===== src/hw/rtl/ctl_pkg.sv =====
// Shared types, sizes and codes for the countdown timer list.
`timescale 1ns / 1ps
`default_nettype none
package ctl_pkg;

	// sizes
	localparam int SLOTS     = 16;
	localparam int TIME_BITS = 24;
	localparam int TYPE_BITS = 8;
	localparam int STEP_W    = 16;
	localparam int IDX_W     = (SLOTS > 1) ? $clog2(SLOTS) : 1;
	localparam int CNT_W     = $clog2(SLOTS + 1);
	localparam int CMP_W     = (TIME_BITS > STEP_W) ? TIME_BITS : STEP_W;
	localparam int CFG_W     = (TIME_BITS > STEP_W) ? TIME_BITS : STEP_W;
	localparam int ENT_W     = TIME_BITS + TYPE_BITS;

	// register reset values
	localparam logic [TIME_BITS-1:0] MIN_DURATION_RST = TIME_BITS'(250);
	localparam logic [STEP_W-1:0]    TICK_STEP_RST    = STEP_W'(250);

	// register indexes
	localparam logic REG_MIN_DURATION = 1'b0;
	localparam logic REG_TICK_STEP    = 1'b1;

	// commands
	localparam logic CMD_ADD  = 1'b0;
	localparam logic CMD_TICK = 1'b1;

	// add status codes
	localparam logic [1:0] ST_ADDED = 2'd0;
	localparam logic [1:0] ST_SHORT = 2'd1;
	localparam logic [1:0] ST_FULL  = 2'd2;
	localparam logic [1:0] ST_NONE  = 2'd3;

	typedef struct packed {
		logic                 cmd;
		logic [TIME_BITS-1:0] duration_ms;
		logic [TYPE_BITS-1:0] timer_type;
	} req_t;

	typedef struct packed {
		logic [1:0]           add_status;
		logic                 fired_valid;
		logic [TYPE_BITS-1:0] fired_type;
		logic [CNT_W-1:0]     active_count;
		logic                 last;
	} rsp_t;

	typedef enum logic [1:0] {
		S_IDLE,
		S_SWEEP,
		S_DRAIN_RD,
		S_DRAIN_OUT
	} state_t;

endpackage
`default_nettype wire


===== src/hw/rtl/ctl_ram.sv =====
// Generic single-port-write, single-port-read synchronous RAM.
`timescale 1ns / 1ps
`default_nettype none
module ctl_ram #(
	parameter int WIDTH = 8,
	parameter int DEPTH = 16,
	parameter int AW    = (DEPTH > 1) ? $clog2(DEPTH) : 1
) (
	input  wire logic             clk,
	input  wire logic             we,
	input  wire logic [AW-1:0]    waddr,
	input  wire logic [WIDTH-1:0] wdata,
	input  wire logic             re,
	input  wire logic [AW-1:0]    raddr,
	output logic      [WIDTH-1:0] rdata
);

	logic [WIDTH-1:0] mem [DEPTH];

	// write port
	always_ff @(posedge clk) begin
		if (we) begin
			mem[waddr] <= wdata;
		end
	end

	// registered read, data held between reads
	always_ff @(posedge clk) begin
		if (re) begin
			rdata <= mem[raddr];
		end
	end

endmodule
`default_nettype wire


===== src/hw/rtl/ctl_out.sv =====
// Output register stage for result requests.
`timescale 1ns / 1ps
`default_nettype none
module ctl_out (
	input  wire logic          clk,
	input  wire logic          arst_n,
	input  wire logic          push,
	input  wire ctl_pkg::rsp_t push_data,
	output logic               can_push,
	output logic               rsp_valid,
	input  wire logic          rsp_stall,
	output ctl_pkg::rsp_t      rsp
);
	import ctl_pkg::*;

	logic valid_q;
	rsp_t data_q;

	// room when empty or when the held result leaves this cycle
	assign can_push  = !valid_q || !rsp_stall;
	assign rsp_valid = valid_q;
	assign rsp       = data_q;

	always_ff @(posedge clk or negedge arst_n) begin
		if (!arst_n) begin
			valid_q <= 1'b0;
		end else if (push) begin
			valid_q <= 1'b1;
		end else if (!rsp_stall) begin
			valid_q <= 1'b0;
		end
	end

	always_ff @(posedge clk) begin
		if (push) begin
			data_q <= push_data;
		end
	end

endmodule
`default_nettype wire


===== src/hw/rtl/countdown_timer_list_core.sv =====
// Top level of the countdown timer list: sequencer around the entry and fired memories.
//
// Usage:
//   Requests enter on req/req_valid/req_stall; results leave on rsp/rsp_valid/
//   rsp_stall. A transfer happens at a clock edge with valid high and stall low.
//   Configuration is written through cfg_we/cfg_index/cfg_wdata while idle:
//   index 0 is the minimum duration, index 1 the tick step.
//   An add request gives one result, registered in the cycle after acceptance.
//   A tick sweeps the entry memory once, one entry per cycle, compacting the
//   survivors in place and parking expired tags in a fired memory. Expired
//   tags then leave one at a time, each read from the fired memory and then
//   handed to the output register, in list order, last set on the final one;
//   a tick with no expiry gives a single empty result.
//   One request is handled at a time; the next is taken once the previous
//   one has handed its final result to the output register and that
//   register is empty or its held result leaves in the same cycle.
//   While the receiver stalls, the output register holds its result and the
//   sequencer waits.
//   Reset empties the list and sets both registers to 250; the memories are
//   not cleared, only entries below the count are ever read.
`timescale 1ns / 1ps
`default_nettype none
module countdown_timer_list_core (
	input  wire logic                  clk,
	input  wire logic                  arst_n,
	input  wire logic                  req_valid,
	output logic                       req_stall,
	input  wire ctl_pkg::req_t         req,
	output logic                       rsp_valid,
	input  wire logic                  rsp_stall,
	output ctl_pkg::rsp_t              rsp,
	input  wire logic                  cfg_we,
	input  wire logic                  cfg_index,
	input  wire logic [ctl_pkg::CFG_W-1:0] cfg_wdata
);
	import ctl_pkg::*;

	// configuration registers
	logic [TIME_BITS-1:0] min_duration_q;
	logic [STEP_W-1:0]    tick_step_q;

	// control state
	state_t           state_q, state_d;
	logic [CNT_W-1:0] count_q, count_d;
	logic [CNT_W-1:0] rd_idx_q, rd_idx_d;
	logic [CNT_W-1:0] keep_q, keep_d;
	logic [CNT_W-1:0] nfired_q, nfired_d;
	logic [CNT_W-1:0] drn_q, drn_d;
	logic             vld_s1;

	// memory ports
	logic                 ent_we, ent_re;
	logic [IDX_W-1:0]     ent_waddr;
	logic [ENT_W-1:0]     ent_wdata, ent_rdata;
	logic                 fir_we, fir_re;
	logic [TYPE_BITS-1:0] fir_rdata;

	// output stage
	logic can_push, push;
	rsp_t push_data;

	// sweep datapath
	logic                 issue, expired, sweep_done, accept, fire_last;
	logic [TIME_BITS-1:0] rem_s1;
	logic [TYPE_BITS-1:0] typ_s1;
	logic [CMP_W-1:0]     rem_ext, step_ext, rem_dec;

	assign rem_s1   = ent_rdata[ENT_W-1:TYPE_BITS];
	assign typ_s1   = ent_rdata[TYPE_BITS-1:0];
	assign rem_ext  = CMP_W'(rem_s1);
	assign step_ext = CMP_W'(tick_step_q);
	assign expired  = rem_ext <= step_ext;
	assign rem_dec  = rem_ext - step_ext;

	assign issue      = (state_q == S_SWEEP) && (rd_idx_q < count_q);
	assign sweep_done = (state_q == S_SWEEP) && !issue && !vld_s1;
	assign accept     = req_valid && !req_stall;
	assign req_stall  = !((state_q == S_IDLE) && can_push);
	assign fire_last  = (drn_q + CNT_W'(1)) == nfired_q;

	// configuration writes
	always_ff @(posedge clk or negedge arst_n) begin
		if (!arst_n) begin
			min_duration_q <= MIN_DURATION_RST;
			tick_step_q    <= TICK_STEP_RST;
		end else if (cfg_we) begin
			unique case (cfg_index)
				REG_MIN_DURATION: min_duration_q <= cfg_wdata[TIME_BITS-1:0];
				REG_TICK_STEP:    tick_step_q    <= cfg_wdata[STEP_W-1:0];
				default: ;
			endcase
		end
	end

	// next state, counters and memory/result controls
	always_comb begin
		state_d   = state_q;
		count_d   = count_q;
		rd_idx_d  = rd_idx_q;
		keep_d    = keep_q;
		nfired_d  = nfired_q;
		drn_d     = drn_q;
		ent_we    = 1'b0;
		ent_waddr = keep_q[IDX_W-1:0];
		ent_wdata = {rem_dec[TIME_BITS-1:0], typ_s1};
		fir_we    = 1'b0;
		fir_re    = 1'b0;
		push      = 1'b0;
		push_data = '{add_status: ST_NONE, fired_valid: 1'b0,
			fired_type: '0, active_count: count_q, last: 1'b1};

		unique case (state_q)
			S_IDLE: begin
				if (accept) begin
					if (req.cmd == CMD_TICK) begin
						state_d  = S_SWEEP;
						rd_idx_d = '0;
						keep_d   = '0;
						nfired_d = '0;
					end else begin
						push = 1'b1;
						if (req.duration_ms < min_duration_q) begin
							push_data.add_status = ST_SHORT;
						end else if (count_q >= CNT_W'(SLOTS)) begin
							push_data.add_status = ST_FULL;
						end else begin
							ent_we    = 1'b1;
							ent_waddr = count_q[IDX_W-1:0];
							ent_wdata = {req.duration_ms, req.timer_type};
							count_d   = count_q + CNT_W'(1);
							push_data.add_status   = ST_ADDED;
							push_data.active_count = count_q + CNT_W'(1);
						end
					end
				end
			end
			S_SWEEP: begin
				if (issue) begin
					rd_idx_d = rd_idx_q + CNT_W'(1);
				end
				// entry read last cycle: keep and lower, or park its tag
				if (vld_s1) begin
					if (expired) begin
						fir_we   = 1'b1;
						nfired_d = nfired_q + CNT_W'(1);
					end else begin
						ent_we = 1'b1;
						keep_d = keep_q + CNT_W'(1);
					end
				end
				if (sweep_done) begin
					count_d = keep_q;
					if (nfired_q != '0) begin
						state_d = S_DRAIN_RD;
						drn_d   = '0;
					end else if (can_push) begin
						push = 1'b1;
						push_data.active_count = keep_q;
						state_d = S_IDLE;
					end
				end
			end
			S_DRAIN_RD: begin
				fir_re  = 1'b1;
				state_d = S_DRAIN_OUT;
			end
			S_DRAIN_OUT: begin
				if (can_push) begin
					push = 1'b1;
					push_data.fired_valid = 1'b1;
					push_data.fired_type  = fir_rdata;
					push_data.last        = fire_last;
					drn_d   = drn_q + CNT_W'(1);
					state_d = fire_last ? S_IDLE : S_DRAIN_RD;
				end
			end
			default: state_d = S_IDLE;
		endcase
	end

	// control registers
	always_ff @(posedge clk or negedge arst_n) begin
		if (!arst_n) begin
			state_q  <= S_IDLE;
			count_q  <= '0;
			rd_idx_q <= '0;
			keep_q   <= '0;
			nfired_q <= '0;
			drn_q    <= '0;
			vld_s1   <= 1'b0;
		end else begin
			state_q  <= state_d;
			count_q  <= count_d;
			rd_idx_q <= rd_idx_d;
			keep_q   <= keep_d;
			nfired_q <= nfired_d;
			drn_q    <= drn_d;
			vld_s1   <= issue;
		end
	end

	assign ent_re = issue;

	// remaining time and type per list entry
	ctl_ram #(
		.WIDTH (ENT_W),
		.DEPTH (SLOTS)
	) u_ent_ram (
		.clk   (clk),
		.we    (ent_we),
		.waddr (ent_waddr),
		.wdata (ent_wdata),
		.re    (ent_re),
		.raddr (rd_idx_q[IDX_W-1:0]),
		.rdata (ent_rdata)
	);

	// tags of timers expired on the current tick
	ctl_ram #(
		.WIDTH (TYPE_BITS),
		.DEPTH (SLOTS)
	) u_fir_ram (
		.clk   (clk),
		.we    (fir_we),
		.waddr (nfired_q[IDX_W-1:0]),
		.wdata (typ_s1),
		.re    (fir_re),
		.raddr (drn_q[IDX_W-1:0]),
		.rdata (fir_rdata)
	);

	ctl_out u_out (
		.clk       (clk),
		.arst_n    (arst_n),
		.push      (push),
		.push_data (push_data),
		.can_push  (can_push),
		.rsp_valid (rsp_valid),
		.rsp_stall (rsp_stall),
		.rsp       (rsp)
	);

endmodule
`default_nettype wire


===== config.mk =====
export PLATFORM = sky130hd
export DESIGN_NAME = countdown_timer_list_core
export DESIGN_NICKNAME = d
export VERILOG_FILES = /design/src/hw/rtl/ctl_pkg.sv /design/src/hw/rtl/ctl_ram.sv /design/src/hw/rtl/ctl_out.sv /design/src/hw/rtl/countdown_timer_list_core.sv
export SDC_FILE = /design/constraint.sdc
export NUM_CORES = 1
export LEC_CHECK = 0
export BUFFER_PORTS_ARGS = -buffer_cell sky130_fd_sc_hd__buf_4
export CORE_AREA = 2 2 326 328
export DETAILED_ROUTE_END_ITERATION = 12
export DIE_AREA = 0 0 328 330
export GPL_TIMING_DRIVEN = 0
export HOLD_SLACK_MARGIN = 0.02
export SLEW_MARGIN = 40
export SYNTH_ARGS = -nofsm -noshare
export SYNTH_HDL_FRONTEND = slang
export SYNTH_HIERARCHICAL = 1
export SYNTH_SLANG_ARGS = --single-unit

===== constraint.sdc =====
create_clock -name clk -period 9.2 [get_ports clk]
set_clock_uncertainty 0.1 [all_clocks]
set_input_delay 1.84 -clock clk [delete_from_list [all_inputs] [get_ports clk]]
set_output_delay 1.84 -clock clk [all_outputs]
set_load 0.05 [all_outputs]

==> results of run 1 <==
==> worst register-to-register path: stages (launching register included) <==
cell	delay (ns)
dfrtp_1	0.36
inv_1	0.07
ha_1	0.25
a21o_1	0.19
a2111oi_1	0.62
o22ai_2	0.37
o211ai_1	0.51
clkbuf_2	0.54
clkbuf_2	0.49
o21ai_0	0.28
nand3b_1	0.47
nor3_2	0.55
buf_4	0.29
buf_2	0.26
buf_2	0.27
buf_2	0.25
==> layout make-up <==
cell class / count / area [µm²]
sequential: 766 / 22700
clock inverter: 51 / 477
fill: 9685 / 67500
inverter: 60 / 225
timing repair buffer: 139 / 1490
multi-input combinational: 833 / 8230
tap: 1391 / 1740
clock buffer: 85 / 1960
buffer: 75 / 393
==> per-layer routing <==
layer  up-vias  track usage [%]
li1       7378                -
met1      8885             18.4
met2       618             23.2
met3       109             2.47
met4         4             4.76
met5         -                0
==> Yosys cell counts (all sizes together) (22+ instances only) <==
master,instances
nor3,22
a21oi,55
nor2,95
ha,50
o21ai,50
mux2,30
edfxtp,697
dfrtp,57
nand2,108
a22oi,80
buf,36
mux4,160
inv,60
clkbuf,36
==> report_power, final <==
| group | switching, mW | internal [mW] |
|---|---|---|
| combinational | 0.916 | 0.568 |
| sequential | 0.0821 | 4.03 |
| clock | 1.32 | 1.69 |
| total | 2.32 | 6.30 |
==> metrics by stage <==
| step | setup WS, ns | util [%] | area [µm²] | setup TNS, ns |
|---|---|---|---|---|
| final | 2.03 | 35.5 | 37200 | 0 |
| after global routing | 1.82 | 35.5 | 37200 | 0 |
| after CTS | 1.56 | 35.5 | 37100 | 0 |
| after detailed placement | 0.975 | 33.2 | 34700 | 0 |
| after global placement | -3.01 | 32.1 | 33600 | -684.88 |
| after floorplan | 1.91 | - | 31300 | 0 |
==> cell families after synthesis <==
logic type | synth area share (%)
flops | 72.5
simple gates | 4.67
compound gates | 5.12
mux | 12.8
buf+inv | 1.93
fa+ha+maj | 2.07
xor+xnor | 0.896
==> state kept, by name, summed over array words and instances, names as in the netlist, 8 cells and up <==
signal	flops
u_ent_ram/mem	512
u_fir_ram/mem	128
u_ent_ram/rdata	32
min_duration_q	24
u_out/rsp	17
tick_step_q	16
u_fir_ram/rdata	8
==> final timing paths <==
kind,startpoint,to
max,req[28],u_ent_ram/mem[8][27]$_DFFE_PP_
min,min_duration_q[0]$_DFFE_PN0P_,min_duration_q[0]$_DFFE_PN0P_
max reg2reg,min_duration_q[20]$_DFFE_PN0P_,u_ent_ram/mem[8][27]$_DFFE_PP_
min reg2reg,min_duration_q[0]$_DFFE_PN0P_,min_duration_q[0]$_DFFE_PN0P_
max in group asynchronous,arst_n,tick_step_q[8]$_DFFE_PN0P_
min in group asynchronous,arst_n,drn_q[1]$_DFFE_PN0P_
==> impl_results.md, run 1 <==
- Finish-stage setup viols: 0
- CTS resizes: 0
- R2R setup slack: 3.01 ns
- Effective utilization at floorplan: 29.9%
- Topmost layer with routed signal wires: met5
- Category of the worst setup path launch point: input port
- Max Transition Viols Final: 0
- Maximum cell stage delay along the critical path: 0.62 ns
- H-tree levels: 3
- Series of cell instances along the critical path: buf_4 -> ha_1 -> a21o_1 -> a2111oi_1 -> o22ai_2 -> o211ai_1 -> clkbuf_2 -> clkbuf_2 -> o21ai_0 -> nand3b_1 -> nor3_2 -> buf_4 -> buf_2 -> buf_2 -> buf_2
- Count of buffer and inverter cells on the critical path: 7
- Result of the run: finished, final reports clean
- Maximum resistive drop on vdd: 0.277 mV
- Max FO, Critical Path: 10
- Pleak: 12.2 nW
- Clock tree root buffer cell: clkbuf_16
- Yosys top cell area share: 66.9%
- Antenna violations before repair: 3
- Number of flip-flops and latches in the synthesized netlist: 766
- Total instance count after detailed placement: 3263
- Setup repair after global routing missed its margin: false
- Sequential share of the synthesized area: 72.5%
- Main synth FF type: edfxtp_1
- Maximum number of buffers from clock root to sink: 3
- Clock transition at the registers of the reported paths: 0.06 ns
- Final layout net count: 2065
- Largest net degree at the start of global routing: 70
- Final Hold Fails: 0
- Crit Path Class: input port to flop
- Fraction of layout instances using a drive strength above 1: 26.8%
- TritonCTS Buffers: 76
- Total nets after synthesis: 1848
- Routed metal-1 wirelength: 31300 µm
- Most common library cell in the layout ignoring fill and taps: edfxtp_1
- # clock sinks: 766
- Clock Latency Late Sink: 0.64 ns
- Layout Cells excl Fill: 3400
- Number of gates on the worst path with buffers counted: 15
- Master of the slowest instance on the critical path: a2111oi_1
- Depth of the worst register-to-register path: 15
- Area of the placeable core: 105000 µm²
- Total GRT Usage: 13.9%
- Total Power: 8.61 mW
- TritonCTS clock tree: done
- Cell depth of the worst min-delay path: 1
- Vias in the first global route: 17500
- Commonest non-fill, non-tap cells in the layout: edfxtp_1 (697), mux4_2 (146), buf_4 (112)
- Mean routed wirelength per cell: 22.3 µm
- Synth Cell Area: 31300 µm²
- Shortest clock period the worst path allows after layout: 7.17 ns
- Via count normalized by instance count: 5.00
- Hold_buf cts: 0
- Count of buffers added by post-CTS timing repair for setup: 0
- Final period util: 77.9%
- Detailed router's first-iteration violation count: 1740
- Number of nets with antenna violations after routing: 0
- Gr ovfl total: 0
- I/O Pins: 82
- DRT Wirelength: 75800 µm
- Mapped Cells: 1734
- Cell area power density: 232 nW/µm²
- Dominant cell type by area after synthesis: edfxtp_1
- Routed vias: 17000
- Die height: 330 µm
- Yosys cell types: 66
- Max Fclk: 0.139 GHz
- CP most frequent cell: buf_2
- Router iterations before antenna repair: 5
- Slew @ Worst Pin: 0.864 ns
- Synthesized area per cell: 18.0 µm²
- Wire length of the first global-routing pass: 112000 µm
- Remaining routing DRC violations: 0
- Detailed placer's ending HPWL: 53300 µm
- Leading cell types by total area after synthesis: edfxtp_1 (67%), mux4_2 (11%), dfrtp_1 (4.6%)
- N_diodes: 0
- CP Data Required Time: 9.41 ns
- Detailed route wirelength on metal3: 5180 µm
- Port Buf Inserts: 81
- Count of flip-flops with a built-in enable after synthesis: 697
- Wire length on met2: 37300 µm
- Area growth from synthesis to layout: 18.9%
- Type of the tightest min-delay check: flop to flop
- Endpoint kind of the worst setup timing path: flop
- Standard-cell row count: 119
- Worst hold slack: 0.404 ns
- Max capacitance violation total: 0
- Data arrival time of the worst path: 7.38 ns
- Async set or reset register ratio after synthesis: 9.01%
- Kind of cell with the highest combined delay on the critical path: buffers and inverters
- Die area: 108000 µm²
- Routability-driven placement congestion ratio: 0.875
- Die boundary width: 328 µm
- Number of synthesis warnings: 6
- Normalized max-slew margin: 42.4%
Power figures use the tool's default switching activity.
==> run 2: changes to the inputs <==
Clock period 9.2 ns to 6.1 ns, I/O delays scaled along.
==> run 2 against run 1 <==
  * Global-route usage decreased by 0.082 points
  * Clock power is 50% higher
  * Final cell count is 0.35% lower
  * Register-to-register slack got worse by 2.5 ns
  * Final area about the same
  * Combinational power up 51%
==> impl_results.md, run 2 (synthesized netlist as in run 1, its figures left out) <==
- R2R setup slack: 0.53 ns (-2.48 ns)
- Internal Power: 9.54 mW (+51%)
- Clock Latency Late Sink: 0.62 ns (-0.02 ns)
- Largest register FFs: 512 (unchanged)
- Routed vias: 17000 (+0.076%)
- Shortest clock period the worst path allows after layout: 5.96 ns
- Register with the most flip-flops: u_ent_ram/mem
- Area post-placement: 34700 µm² (about the same)
- Number of nets with antenna violations after routing: 0 (unchanged)
- Effective utilization at floorplan: 29.9% (unchanged)
- Type of the tightest min-delay check: flop to flop
- Gr ovfl total: 0 (unchanged)
- Endpoint kind of the worst setup timing path: flop
- TritonCTS Buffers: 75 (-1.3%)
- Result of the run: finished, final reports clean
- Die boundary width: 328 µm (unchanged)
- I/O Pins: 82 (unchanged)
- Net Sw Power: 3.42 mW (+48%)
- Final Hold Fails: 0 (unchanged)
- Detailed router's first-iteration violation count: 1694 (-2.6%)
- Final layout net count: 2056 (-0.44%)
- Router iterations before antenna repair: 5 (unchanged)
- Via count normalized by instance count: 5.02 (+0.43%)
- N_diodes: 0 (unchanged)
- Crit Reg-Reg Endpoint: u_ent_ram/mem[0][4]$_DFFE_PP_
- Pleak: 12.2 nW (about the same)
- Largest registers: u_ent_ram/mem (512), u_fir_ram/mem (128), u_ent_ram/rdata (32)
- Wire length of the first global-routing pass: 112000 µm (about the same)
- Part of the total power dissipated in combinational logic: 17.2% (about the same)
- Storage element area: 22700 µm² (unchanged)
- Critical R2R Launch: min_duration_q[20]$_DFFE_PN0P_
- Total of fill cells in the finished design: 9633 (-0.54%)
- Kind of cell with the highest combined delay on the critical path: compound AO/OA/AOI/OAI gates
- Post-route cell area: 37200 µm² (about the same)
- Routability-driven placement congestion ratio: 0.870 (-0.61%)
- Clock tree root buffer cell: clkbuf_16
- Category of the worst setup path launch point: input port
- Area growth from synthesis to layout: 18.8% (about the same)
- CP Data Required Time: 6.30 ns (-3.11 ns)
- Maximum resistive drop on vdd: 0.303 mV (+9.3%)
- Finish-stage setup viols: 0 (unchanged)
- Vias in the first global route: 17500 (+0.0057%)
- Count of buffer and inverter cells on the critical path: 5 (-2)
- TritonCTS clock tree: done
- Maximum number of buffers from clock root to sink: 3 (unchanged)
- Fraction of layout instances using a drive strength above 1: 25.8% (-0.99 points)
- Max Fclk: 0.168 GHz
- Standard-cell row count: 119 (unchanged)
- Crit Path Class: input port to flop
- # clock sinks: 766 (unchanged)
- Largest net degree at the start of global routing: 70 (unchanged)
- Maximum cell stage delay along the critical path: 0.66 ns (+0.04 ns)
- Master of the slowest instance on the critical path: a2111oi_1
- Total GRT Usage: 13.9% (-0.082 points)
- Max Transition Viols Final: 0 (unchanged)
- Area of the placeable core: 105000 µm² (unchanged)
- H-tree levels: 3 (unchanged)
- Total negative setup slack: 0 ns (unchanged)
- Clock transition at the registers of the reported paths: 0.06 ns (about the same)
- Series of cell instances along the critical path: buf_4 -> ha_1 -> a21o_1 -> a2111oi_1 -> o22ai_2 -> o211ai_1 -> clkbuf_2 -> clkbuf_2 -> o21ai_0 -> or3b_2 -> nor3_4 -> buf_6 -> buf_6
- Commonest non-fill, non-tap cells in the layout: edfxtp_1 (697), mux4_2 (146), nand2_1 (108)
- Share of power burned in the clock network: 34.8% (-0.2 points)
- Worst hold slack: 0.402 ns (-0.00259 ns)
- Cell depth of the worst min-delay path: 1 (unchanged)
- Die area: 108000 µm² (unchanged)
- Final period util: 97.8%
- Slew @ Worst Pin: 0.889 ns (+0.0252 ns)
- DRT Wirelength: 75100 µm (-0.92%)
- Port Buf Inserts: 81 (unchanged)
- Max capacitance violation total: 0 (unchanged)
- Most common library cell in the layout ignoring fill and taps: edfxtp_1
- Die height: 330 µm (unchanged)
- Cell area power density: 349 nW/µm² (+51%)
- Setup repair after global routing missed its margin: false
- Multi-input combinational cell area: 8250 µm² (+0.23%)
- Normalized max-slew margin: 40.7% (-1.7 points)
- Sequential cell fraction of total power: 47.9% (about the same)
- Depth of the worst register-to-register path: 13 (-2)
- Data arrival time of the worst path: 6.17 ns (-1.21 ns)
- Detailed placer's ending HPWL: 52200 µm (-2.1%)
- Critical hold path startpoint: u_out/rsp_valid$_DFFE_PN0P_
- Sw Share: 26.4% (-0.48 points)
- Terminating pin of the worst hold path: u_out/rsp_valid$_DFFE_PN0P_
- Max FO, Critical Path: 10 (unchanged)
- Remaining routing DRC violations: 0 (unchanged)
- Antenna violations before repair: 2 (-1)
- Mean routed wirelength per cell: 22.2 µm (-0.57%)
## run 2: cell types whose count changed in the layout (fill, tap and decap cells not counted), moves of 4 or more
cell      previous run  this run
nor2_2               5         1
nor3_2               8         4
nor3_4               0         4
buf_4              112        93
buf_6                8        22
clkbuf_1            38        46
buf_2               20        14
clkinv_2            15         9
nor2_1              78        82
buf_8                8        12
## run 2: how the worst max path moves through the flow
stage	endpoint	cells after the start	startpoint
after CTS	u_ent_ram/mem[12][28]$_DFFE_PP_	15	req[28]
final	u_ent_ram/mem[0][4]$_DFFE_PP_	13	req[28]
after floorplan	u_ent_ram/mem[1][0]$_DFFE_PP_	10	req[28]
after global placement	u_ent_ram/mem[9][24]$_DFFE_PP_	11	req[28]
after global routing	u_ent_ram/mem[2][29]$_DFFE_PP_	13	req[28]
after detailed placement	u_ent_ram/mem[11][24]$_DFFE_PP_	15	req[28]
## run 2: power groups by stage
| stage | registers [mW] | clock network [mW] | logic, mW |
|---|---|---|---|
| 2_1_floorplan | 6.46 | 0 | 1.38 |
| 3_3_place_gp | 6.32 | 0 | 2.15 |
| 3_5_place_dp | 6.32 | 0 | 2.24 |
| 4_1_cts | 6.21 | 4.61 | 2.25 |
| 5_1_grt | 6.23 | 4.82 | 2.43 |
| 6_report | 6.21 | 4.51 | 2.23 |
## run 2: layout make-up
| class | instances | share of cell area [%] |
|---|---|---|
| sequential | 766 | 61.0 |
| multi-input combinational | 833 | 22.2 |
| clock buffer | 92 | 5.28 |
| tap | 1391 | 4.68 |
| timing repair buffer | 131 | 4.05 |
| clock inverter | 40 | 1.10 |
| buffer | 75 | 1.05 |
| inverter | 60 | 0.606 |
## run 2: stage by stage
step | utilization [%] | cells | power [mW] | worst slack (ns)
6_report | 35.5 | 3388 | 13.0 | 0.137
5_1_grt | 35.5 | 3388 | 13.5 | 0.0290
4_1_cts | 35.5 | 3385 | 13.1 | 0.180
3_5_place_dp | 33.2 | 3253 | 8.56 | -0.976
3_3_place_gp | 32.1 | 3206 | 8.47 | -3.47
2_1_floorplan | - | 1734 | 7.84 | 0.300
## run 2: repair_timing
action                     CTS  global route
pin swaps                    0             1
hold buffers                 0             0
resized for setup            3             0
setup endpoints to repair  321             9
buffers inserted             0             1
## run 2: metal layers
| metal | vias to the layer above | global-route usage, % | share of wire (%) |
|---|---|---|---|
| met3 | 95 | 1.98 | 6.1 |
| met1 | 8981 | 18.3 | 42 |
| li1 | 7353 | - | - |
| met4 | 2 | 4.19 | 2.1 |
| met5 | - | 0 | 0.012 |
| met2 | 576 | 23.7 | 50 |
